<file path="src/rtl/sec_pkg.sv">
package sec_pkg;

    localparam logic [7:0] ESC_BYTE = 8'hD8;
    localparam logic [7:0] RSV_BYTE = 8'hD9;
    localparam logic [2:0] RUN_MAX  = 3'd5;

    typedef enum logic [2:0] {
        KIND_LIT,
        KIND_PAIR,
        KIND_PAIR_LIT,
        KIND_EXPAND,
        KIND_MARK
    } t_kind;

    // one classified input item, as handed from the front to the back
    typedef struct packed {
        t_kind      kind;
        logic [7:0] code;
        logic [7:0] lit;
        logic       last;
        logic       err;
    } t_cmd;

endpackage

</file>
<file path="src/rtl/sec_if.sv">
interface sec_in_if;
    logic       valid;
    logic       ready;
    logic [7:0] in_byte;
    logic       in_last;

    modport source (output valid, output in_byte, output in_last, input ready);
    modport sink (input valid, input in_byte, input in_last, output ready);
endinterface

interface sec_out_if;
    logic       valid;
    logic       ready;
    logic [7:0] out_byte;
    logic       byte_valid;
    logic       run_last;
    logic       frame_end;
    logic       escape_error;

    modport source (
        output valid, output out_byte, output byte_valid, output run_last,
        output frame_end, output escape_error, input ready
    );
    modport sink (
        input valid, input out_byte, input byte_valid, input run_last,
        input frame_end, input escape_error, output ready
    );
endinterface

</file>
<file path="src/rtl/sec_front.sv">
module sec_front (
    input  logic          i_clk,
    input  logic          i_rst_n,
    input  logic          i_cfg_wr_en,
    input  logic          i_cfg_wr_data,
    sec_in_if.sink        i_in,
    input  logic          i_full,
    output logic          o_push,
    output sec_pkg::t_cmd o_cmd
);

    logic       r_decode_mode;
    logic [2:0] r_run_count;
    logic [4:0] r_run_flags;
    logic       r_await;
    logic [2:0] n_run_count;
    logic [4:0] n_run_flags;
    logic       n_await;

    logic       accept;
    logic       is_esc;
    logic       is_rsv;
    logic [2:0] cnt_add;
    logic [4:0] flags_add;
    logic       want_push;

    assign i_in.ready = !i_full;
    assign accept     = i_in.valid && !i_full;
    assign is_esc     = (i_in.in_byte == sec_pkg::ESC_BYTE);
    assign is_rsv     = (i_in.in_byte == sec_pkg::RSV_BYTE);
    assign cnt_add    = r_run_count + 3'd1;
    assign flags_add  = r_run_flags | (is_rsv ? (5'd1 << r_run_count) : 5'd0);
    assign o_push     = accept && want_push;

    always_comb begin
        want_push   = 1'b0;
        o_cmd.kind  = sec_pkg::KIND_LIT;
        o_cmd.code  = 8'd0;
        o_cmd.lit   = i_in.in_byte;
        o_cmd.last  = i_in.in_last;
        o_cmd.err   = 1'b0;
        n_run_count = r_run_count;
        n_run_flags = r_run_flags;
        n_await     = r_await;
        if (!r_decode_mode) begin
            if (is_esc || is_rsv) begin
                if (cnt_add == sec_pkg::RUN_MAX || i_in.in_last) begin
                    want_push   = 1'b1;
                    o_cmd.kind  = sec_pkg::KIND_PAIR;
                    o_cmd.code  = {cnt_add, flags_add};
                    n_run_count = 3'd0;
                    n_run_flags = 5'd0;
                end else begin
                    n_run_count = cnt_add;
                    n_run_flags = flags_add;
                end
            end else begin
                want_push   = 1'b1;
                o_cmd.kind  = (r_run_count != 3'd0) ? sec_pkg::KIND_PAIR_LIT
                                                    : sec_pkg::KIND_LIT;
                o_cmd.code  = {r_run_count, r_run_flags};
                n_run_count = 3'd0;
                n_run_flags = 5'd0;
            end
        end else begin
            if (r_await) begin
                n_await    = 1'b0;
                o_cmd.code = i_in.in_byte;
                if (i_in.in_byte[7:5] != 3'd0) begin
                    want_push  = 1'b1;
                    o_cmd.kind = sec_pkg::KIND_EXPAND;
                end else if (i_in.in_last) begin
                    want_push  = 1'b1;
                    o_cmd.kind = sec_pkg::KIND_MARK;
                end
            end else if (is_esc) begin
                n_await = 1'b1;
                if (i_in.in_last) begin
                    // dangling escape at frame end
                    want_push  = 1'b1;
                    o_cmd.kind = sec_pkg::KIND_MARK;
                    o_cmd.err  = 1'b1;
                end
            end else begin
                want_push = 1'b1;
            end
        end
        if (i_in.in_last) begin
            n_run_count = 3'd0;
            n_run_flags = 5'd0;
            n_await     = 1'b0;
        end
    end

    always_ff @(posedge i_clk) begin
        if (!i_rst_n) begin
            r_decode_mode <= 1'b0;
            r_run_count   <= 3'd0;
            r_run_flags   <= 5'd0;
            r_await       <= 1'b0;
        end else if (i_cfg_wr_en) begin
            r_decode_mode <= i_cfg_wr_data;
            r_run_count   <= 3'd0;
            r_run_flags   <= 5'd0;
            r_await       <= 1'b0;
        end else if (accept) begin
            r_run_count <= n_run_count;
            r_run_flags <= n_run_flags;
            r_await     <= n_await;
        end
    end

endmodule

</file>
<file path="src/rtl/sec_queue.sv">
module sec_queue #(
    parameter int DEPTH = 2
) (
    input  logic          i_clk,
    input  logic          i_rst_n,
    input  logic          i_push,
    input  sec_pkg::t_cmd i_cmd,
    input  logic          i_pop,
    output logic          o_full,
    output logic          o_empty,
    output sec_pkg::t_cmd o_head
);

    localparam int AW = (DEPTH > 1) ? $clog2(DEPTH) : 1;
    localparam int CW = $clog2(DEPTH + 1);

    sec_pkg::t_cmd r_mem [DEPTH];
    logic [AW-1:0] r_wr_ptr;
    logic [AW-1:0] r_rd_ptr;
    logic [CW-1:0] r_count;
    logic          do_push;
    logic          do_pop;

    assign o_full  = (r_count == CW'(DEPTH));
    assign o_empty = (r_count == CW'(0));
    assign o_head  = r_mem[r_rd_ptr];
    assign do_push = i_push && !o_full;
    assign do_pop  = i_pop && !o_empty;

    always_ff @(posedge i_clk) begin
        if (do_push) begin
            r_mem[r_wr_ptr] <= i_cmd;
        end
    end

    always_ff @(posedge i_clk) begin
        if (!i_rst_n) begin
            r_wr_ptr <= '0;
            r_rd_ptr <= '0;
            r_count  <= '0;
        end else begin
            if (do_push) begin
                r_wr_ptr <= (r_wr_ptr == AW'(DEPTH - 1)) ? '0 : r_wr_ptr + AW'(1);
            end
            if (do_pop) begin
                r_rd_ptr <= (r_rd_ptr == AW'(DEPTH - 1)) ? '0 : r_rd_ptr + AW'(1);
            end
            if (do_push && !do_pop) begin
                r_count <= r_count + CW'(1);
            end else if (do_pop && !do_push) begin
                r_count <= r_count - CW'(1);
            end
        end
    end

endmodule

</file>
<file path="src/rtl/sec_back.sv">
module sec_back (
    input  logic          i_clk,
    input  logic          i_rst_n,
    input  logic          i_empty,
    input  sec_pkg::t_cmd i_head,
    output logic          o_pop,
    sec_out_if.source     o_out
);

    logic [2:0] r_idx;
    logic       r_valid;
    logic [7:0] r_byte;
    logic       r_byte_valid;
    logic       r_run_last;
    logic       r_frame_end;
    logic       r_escape_error;

    logic [7:0] item_byte;
    logic       item_valid;
    logic       item_fin;
    logic       load;

    // result at position r_idx of the head command
    always_comb begin
        item_byte  = i_head.lit;
        item_valid = 1'b1;
        item_fin   = 1'b1;
        unique case (i_head.kind)
            sec_pkg::KIND_LIT: begin
                item_byte = i_head.lit;
            end
            sec_pkg::KIND_PAIR: begin
                item_byte = (r_idx == 3'd0) ? sec_pkg::ESC_BYTE : i_head.code;
                item_fin  = (r_idx == 3'd1);
            end
            sec_pkg::KIND_PAIR_LIT: begin
                case (r_idx)
                    3'd0:    item_byte = sec_pkg::ESC_BYTE;
                    3'd1:    item_byte = i_head.code;
                    default: item_byte = i_head.lit;
                endcase
                item_fin = (r_idx == 3'd2);
            end
            sec_pkg::KIND_EXPAND: begin
                item_byte = i_head.code[r_idx] ? sec_pkg::RSV_BYTE : sec_pkg::ESC_BYTE;
                item_fin  = (r_idx == i_head.code[7:5] - 3'd1);
            end
            sec_pkg::KIND_MARK: begin
                item_byte  = 8'd0;
                item_valid = 1'b0;
            end
            default: begin
                item_byte  = 8'd0;
                item_valid = 1'b0;
            end
        endcase
    end

    assign load  = !i_empty && (!r_valid || o_out.ready);
    assign o_pop = load && item_fin;

    always_ff @(posedge i_clk) begin
        if (!i_rst_n) begin
            r_idx   <= 3'd0;
            r_valid <= 1'b0;
        end else begin
            if (load) begin
                r_valid <= 1'b1;
                r_idx   <= item_fin ? 3'd0 : r_idx + 3'd1;
            end else if (o_out.ready) begin
                r_valid <= 1'b0;
            end
        end
    end

    always_ff @(posedge i_clk) begin
        if (load) begin
            r_byte         <= item_byte;
            r_byte_valid   <= item_valid;
            r_run_last     <= item_fin;
            r_frame_end    <= item_fin && i_head.last;
            r_escape_error <= item_fin && i_head.err;
        end
    end

    assign o_out.valid        = r_valid;
    assign o_out.out_byte     = r_byte;
    assign o_out.byte_valid   = r_byte_valid;
    assign o_out.run_last     = r_run_last;
    assign o_out.frame_end    = r_frame_end;
    assign o_out.escape_error = r_escape_error;

endmodule

</file>
<file path="src/rtl/stream_escape_run_codec.sv">
// queue: up to QUEUE_DEPTH classified items wait between the sides
// throughput: one input item per cycle unless the queue is full, one result per cycle while
//   the output is ready; an item with n results holds the output side until all n are sent
// reset: synchronous, active low; selects encode mode, clears the pending run and escape,
//   empties the queue and the output register
module stream_escape_run_codec #(
    parameter int QUEUE_DEPTH = 2
) (
    input  logic      i_clk,
    input  logic      i_rst_n,
    input  logic      i_cfg_wr_en,
    input  logic      i_cfg_wr_data,
    sec_in_if.sink    i_in,
    sec_out_if.source o_out
);

    logic          push;
    logic          pop;
    logic          full;
    logic          empty;
    sec_pkg::t_cmd cmd;
    sec_pkg::t_cmd head;

    sec_front u_front (
        .i_clk         (i_clk),
        .i_rst_n       (i_rst_n),
        .i_cfg_wr_en   (i_cfg_wr_en),
        .i_cfg_wr_data (i_cfg_wr_data),
        .i_in          (i_in),
        .i_full        (full),
        .o_push        (push),
        .o_cmd         (cmd)
    );

    sec_queue #(
        .DEPTH (QUEUE_DEPTH)
    ) u_queue (
        .i_clk   (i_clk),
        .i_rst_n (i_rst_n),
        .i_push  (push),
        .i_cmd   (cmd),
        .i_pop   (pop),
        .o_full  (full),
        .o_empty (empty),
        .o_head  (head)
    );

    sec_back u_back (
        .i_clk   (i_clk),
        .i_rst_n (i_rst_n),
        .i_empty (empty),
        .i_head  (head),
        .o_pop   (pop),
        .o_out   (o_out)
    );

endmodule
</file>
<file path="src/flat_wrapper.sv">
// flat-port wrapper written by rule: the top's interface ports become plain ports
module stream_escape_run_codec_flat 
#(
    parameter int QUEUE_DEPTH = 2
)
  (i_clk, i_rst_n, i_cfg_wr_en, i_cfg_wr_data, i_in_valid, i_in_in_byte, i_in_in_last, i_in_ready, o_out_valid, o_out_out_byte, o_out_byte_valid, o_out_run_last, o_out_frame_end, o_out_escape_error, o_out_ready);
  sec_in_if i_in_i ();
  sec_out_if o_out_i ();
  input  logic i_clk;
  input  logic i_rst_n;
  input  logic i_cfg_wr_en;
  input  logic i_cfg_wr_data;
  input wire logic [$bits(i_in_i.valid)-1:0] i_in_valid;
  input wire logic [$bits(i_in_i.in_byte)-1:0] i_in_in_byte;
  input wire logic [$bits(i_in_i.in_last)-1:0] i_in_in_last;
  output wire logic [$bits(i_in_i.ready)-1:0] i_in_ready;
  output wire logic [$bits(o_out_i.valid)-1:0] o_out_valid;
  output wire logic [$bits(o_out_i.out_byte)-1:0] o_out_out_byte;
  output wire logic [$bits(o_out_i.byte_valid)-1:0] o_out_byte_valid;
  output wire logic [$bits(o_out_i.run_last)-1:0] o_out_run_last;
  output wire logic [$bits(o_out_i.frame_end)-1:0] o_out_frame_end;
  output wire logic [$bits(o_out_i.escape_error)-1:0] o_out_escape_error;
  input wire logic [$bits(o_out_i.ready)-1:0] o_out_ready;
  assign i_in_i.valid = i_in_valid;
  assign i_in_i.in_byte = i_in_in_byte;
  assign i_in_i.in_last = i_in_in_last;
  assign i_in_ready = i_in_i.ready;
  assign o_out_valid = o_out_i.valid;
  assign o_out_out_byte = o_out_i.out_byte;
  assign o_out_byte_valid = o_out_i.byte_valid;
  assign o_out_run_last = o_out_i.run_last;
  assign o_out_frame_end = o_out_i.frame_end;
  assign o_out_escape_error = o_out_i.escape_error;
  assign o_out_i.ready = o_out_ready;
  stream_escape_run_codec #(.QUEUE_DEPTH(QUEUE_DEPTH)) u_core (.i_clk(i_clk), .i_rst_n(i_rst_n), .i_cfg_wr_en(i_cfg_wr_en), .i_cfg_wr_data(i_cfg_wr_data), .i_in(i_in_i), .o_out(o_out_i));
endmodule
</file>
<file path="config.mk">
export PLATFORM = sky130hd
export DESIGN_NAME = stream_escape_run_codec_flat
export DESIGN_NICKNAME = d
export VERILOG_FILES = /design/src/rtl/sec_pkg.sv /design/src/rtl/sec_if.sv /design/src/rtl/sec_front.sv /design/src/rtl/sec_queue.sv /design/src/rtl/sec_back.sv /design/src/rtl/stream_escape_run_codec.sv /design/src/flat_wrapper.sv
export SDC_FILE = /design/constraint.sdc
export NUM_CORES = 1
export LEC_CHECK = 0
export BUFFER_PORTS_ARGS = -buffer_cell sky130_fd_sc_hd__buf_2
export CAP_MARGIN = 40
export CORE_MARGIN = 3
export CORE_UTILIZATION = 60
export CTS_BUF_LIST = sky130_fd_sc_hd__clkbuf_4 sky130_fd_sc_hd__clkbuf_8
export DETAILED_ROUTE_END_ITERATION = 10
export PLACE_DENSITY = 0.9
export SLEW_MARGIN = 15
export SYNTH_ARGS = -nofsm -noshare
export SYNTH_HDL_FRONTEND = slang
export SYNTH_SLANG_ARGS = --single-unit
</file>
<file path="constraint.sdc">
create_clock -name i_clk -period 3.5 [get_ports i_clk]
set_input_delay 0.7 -clock i_clk [delete_from_list [all_inputs] [get_ports i_clk]]
set_output_delay 0.7 -clock i_clk [all_outputs]
set_load 0.005 [all_outputs]
</file>
==> impl_metrics.csv <==
group,metric,value,unit
synth,synthCells,307,
global_route,antenna_found_initial,0,
timing,rsz0062_at_grt,"no",
timing,fin_worst_skew,0.006282,ns
global_route,track_usage,22.18,%
placement,post_dp_cell_area,0.003769,sq mm
floorplanning,die_x,83.01,um
drt,vias,2574,
clocking,cts-resized-gates,0,
floorplanning,coreArea,0.005608,sq mm
drt,drt_iter0_markers,235,
clocking,max-clock-path-buffers,2,
synth,syn-num-nets,333,
critical_path,path_delay_family,"compound AO/OA/AOI/OAI gates",
power_and_ir_drop,power.leakage,1.444,nW
drt,routedWlPerCell,17.85,um
floorplanning,die_area,0.006891,sq mm
floorplanning,die_h,83.01,um
placement,port_buffers,28,
synth,ys_warn_count,0,
floorplanning,initial_utilization,63.45,%
timing,max_freq,326.2,MHz
critical_path,critPathKind,"reg2reg",
timing,worst_pin_slew,0.6113,ns
critical_path,end_kind,"flip-flop",
clocking,clkTransAtPathRegs,0.07,ns
critical_path,worst-path-stages,10,
synth,synth-main-ff-cell,"edfxtp_1",
synth,synth-seq-area-share,56.26,%
drt,totalWireLength,7442,um
final_layout,drive_above_1_share,17.39,%
timing,slew_headroom,59.05,%
clocking,clock_sink_count,73,
timing,finalSetupViolCount,0,
synth,ys_types,62,
floorplanning,boundaryPins,29,
clocking,cts_root_buf,"clkbuf_8",
drt,ant_nets,0,
placement,place_congestion,0.9147,
critical_path,r2r_slack,0.43,ns
critical_path,critPathLaunchType,"flip-flop",
critical_path,crit_arrival,3.34,ns
global_route,overflow,0,
synth,avgSynthCellArea,11.59,sq um
critical_path,r2r-end,"u_core.u_queue.r_count[1]$_SDFFE_PN0P_",
clocking,h-tree-depth,3,
synth,synth_top_cell_area_share,45.57,%
clocking,clkLatencyLatePin,0.35,ns
timing,drv_slew,0,
synth,netlist_area,0.003558,sq mm
clocking,ctsHoldBuffers,0,
drt,drc_errors,0,
worst_hold_path,hp-class,"reg2reg",
clocking,cts_tree,"yes",
global_route,grt_max_degree,28,
final_layout,antenna_cells,0,
critical_path,path_cells,"buf_4 > nor3b_4 > a32o_1 > o21ai_1 > a31oi_1 > nor2_1 > nand2_1 > ha_1 > or3_1 > a21boi_0",
synth,async_flop_share,0,%
timing,post-route-period-util,87.59,%
power_and_ir_drop,ir_worst_vdd,0.4138,mV
final_layout,final_area,0.004003,sq mm
power_and_ir_drop,powerDensity,698.8,mW/mm^2
critical_path,worstRegToRegCells,10,
synth,synth_edf_count,54,
flow_run,maxCapViolCount,0,
critical_path,crit_end,"u_core.u_queue.r_count[1]$_SDFFE_PN0P_",
critical_path,crit_path_max_fanout,27,
placement,dp_hpwl,5279,um
timing,hold_viol_final,0,
global_route,grt_pass1_wl,12100,um
synth,yosysTopAreaCell,"edfxtp_1",
synth,synthTopCellsByArea,"edfxtp_1, dfxtp_1, mux2i_1",
clocking,cts_buffers,9,
status,status,"finished, final reports clean",
timing,min_period,3.066,ns
critical_path,crit_buf_inv,1,
synth,ys_seq_elements,73,
critical_path,slowest_delay,0.50,ns
clocking,post_cts_buffers,0,
timing,finalSetupTns,0,ns
critical_path,required,3.77,ns
drt,vias_per_cell,6.173,
floorplanning,rows,27,
final_layout,syn2layout_area_growth,12.48,%
critical_path,cp_slowest_cell,"a31oi_1",
drt,dr.pass1.iters,4,
global_route,grt_pass1_vias,2481,
final_layout,nNetsFinal,366,
## layout make-up
| class | instances | area (sq um) |
|---|---|---|
| Sequential cell | 73 | 2002 |
| Timing Repair Buffer | 34 | 192.7 |
| Tap cell | 72 | 90.09 |
| Multi-Input combinational cell | 207 | 1443 |
| Fill cell | 386 | 1605 |
| Clock inverter | 6 | 81.33 |
| Inverter | 15 | 56.30 |
| Clock buffer | 10 | 137.6 |
## sequential cells by signal (all words and copies together), names as in the netlist, 2 cells and up, named ones only
name	count
u_core.u_back.o_out.out_byte	8
u_core.u_back.r_idx	3
u_core.u_front.r_run_count	3
u_core.u_front.r_run_flags	5
u_core.u_queue.r_count	2
u_core.u_queue.r_mem	42
## per-stage QoR
stage                     std cells  util (%)  setup slack (ns)  hold WS, ns  power (mW)
after floorplan                 307         -            0.4350       0.4373       1.819
after global placement          400     67.20            0.5437       0.4502       2.040
after detailed placement        400     67.20            0.4883       0.4635       2.077
after CTS                       416     71.11            0.4434       0.4808       2.797
after global routing            417     71.37            0.2838       0.5183       2.939
final                           417     71.37            0.4342       0.4819       2.797
## cell usage after synthesis, types with 5 or more instances
master	n
nand2_1	22
edfxtp_1	54
a21oi_1	16
xnor2_1	6
ha_1	11
nor2_1	24
clkbuf_1	6
and2_1	5
a31oi_1	5
dfxtp_1	19
mux2i_1	15
nand3_1	5
inv_1	14
o21ai_0	20
o211ai_1	5
## placed cells by master (no fill, tap or decap), types with 3 or more instances in the layout
cell / instances
edfxtp_1: 54
o21ai_0: 20
nand3_1: 5
and2_1: 5
buf_2: 28
buf_4: 5
a31oi_1: 5
o22ai_1: 4
nor3_1: 4
xnor2_1: 6
mux2_2: 4
ha_1: 11
a21o_1: 3
nor2b_1: 4
nand2_1: 22
a21boi_1: 4
nor2_1: 24
a2111oi_0: 3
mux2i_1: 15
clkbuf_8: 10
o21ai_1: 3
inv_1: 14
dfxtp_1: 19
o211ai_1: 5
a21oi_1: 16
nand2b_1: 4
## worst min-delay path: stages, from the launching register on
cell and delay, ns:
dfxtp_1 0.33, a21oi_1 0.04, nor2_1 0.07
## where the power goes
part | leakage, nW | total, mW | switching (mW) | internal [mW]
clock network | 0.110 | 0.728 | 0.312 | 0.416
registers | 0.668 | 1.21 | 0.0752 | 1.13
logic | 0.666 | 0.863 | 0.507 | 0.357
## kinds of logic (layout without fill, tap and decap cells)
family          count (synthesis)  after routing  share of synthesized area (%)
compound gates                 85             85                          16.42
xor+xnor                        7              7                          1.723
fa+ha+maj                      11             11                          3.868
buf+inv                        27             65                          3.199
flops                          73             73                          56.26
mux                            22             22                          6.856
simple gates                   82             82                          11.67
## metal layers
metal  share of wire [%]  GRT usage (%)
met2                  51          38.48
met4                 1.4          8.172
met1                  40          26.77
met5                   0              0
met3                 7.0          5.357
## worst min path at each step
stage	start	end	slack, ns	depth (start not counted)
floorplan	u_core.u_front.r_run_flags[3]$_SDFFE_PP0P_	u_core.u_front.r_run_flags[3]$_SDFFE_PP0P_	0.44	2
global placement	u_core.u_front.r_run_flags[4]$_SDFFE_PP0P_	u_core.u_front.r_run_flags[4]$_SDFFE_PP0P_	0.45	2
detailed placement	u_core.u_front.r_run_flags[0]$_SDFFE_PP0P_	u_core.u_front.r_run_flags[0]$_SDFFE_PP0P_	0.46	2
CTS	u_core.u_front.r_run_flags[0]$_SDFFE_PP0P_	u_core.u_front.r_run_flags[0]$_SDFFE_PP0P_	0.48	2
global route	u_core.u_front.r_run_flags[0]$_SDFFE_PP0P_	u_core.u_front.r_run_flags[0]$_SDFFE_PP0P_	0.52	2
finish	u_core.u_front.r_run_flags[2]$_SDFFE_PP0P_	u_core.u_front.r_run_flags[2]$_SDFFE_PP0P_	0.48	2
(Power assumes the default switching activity.)
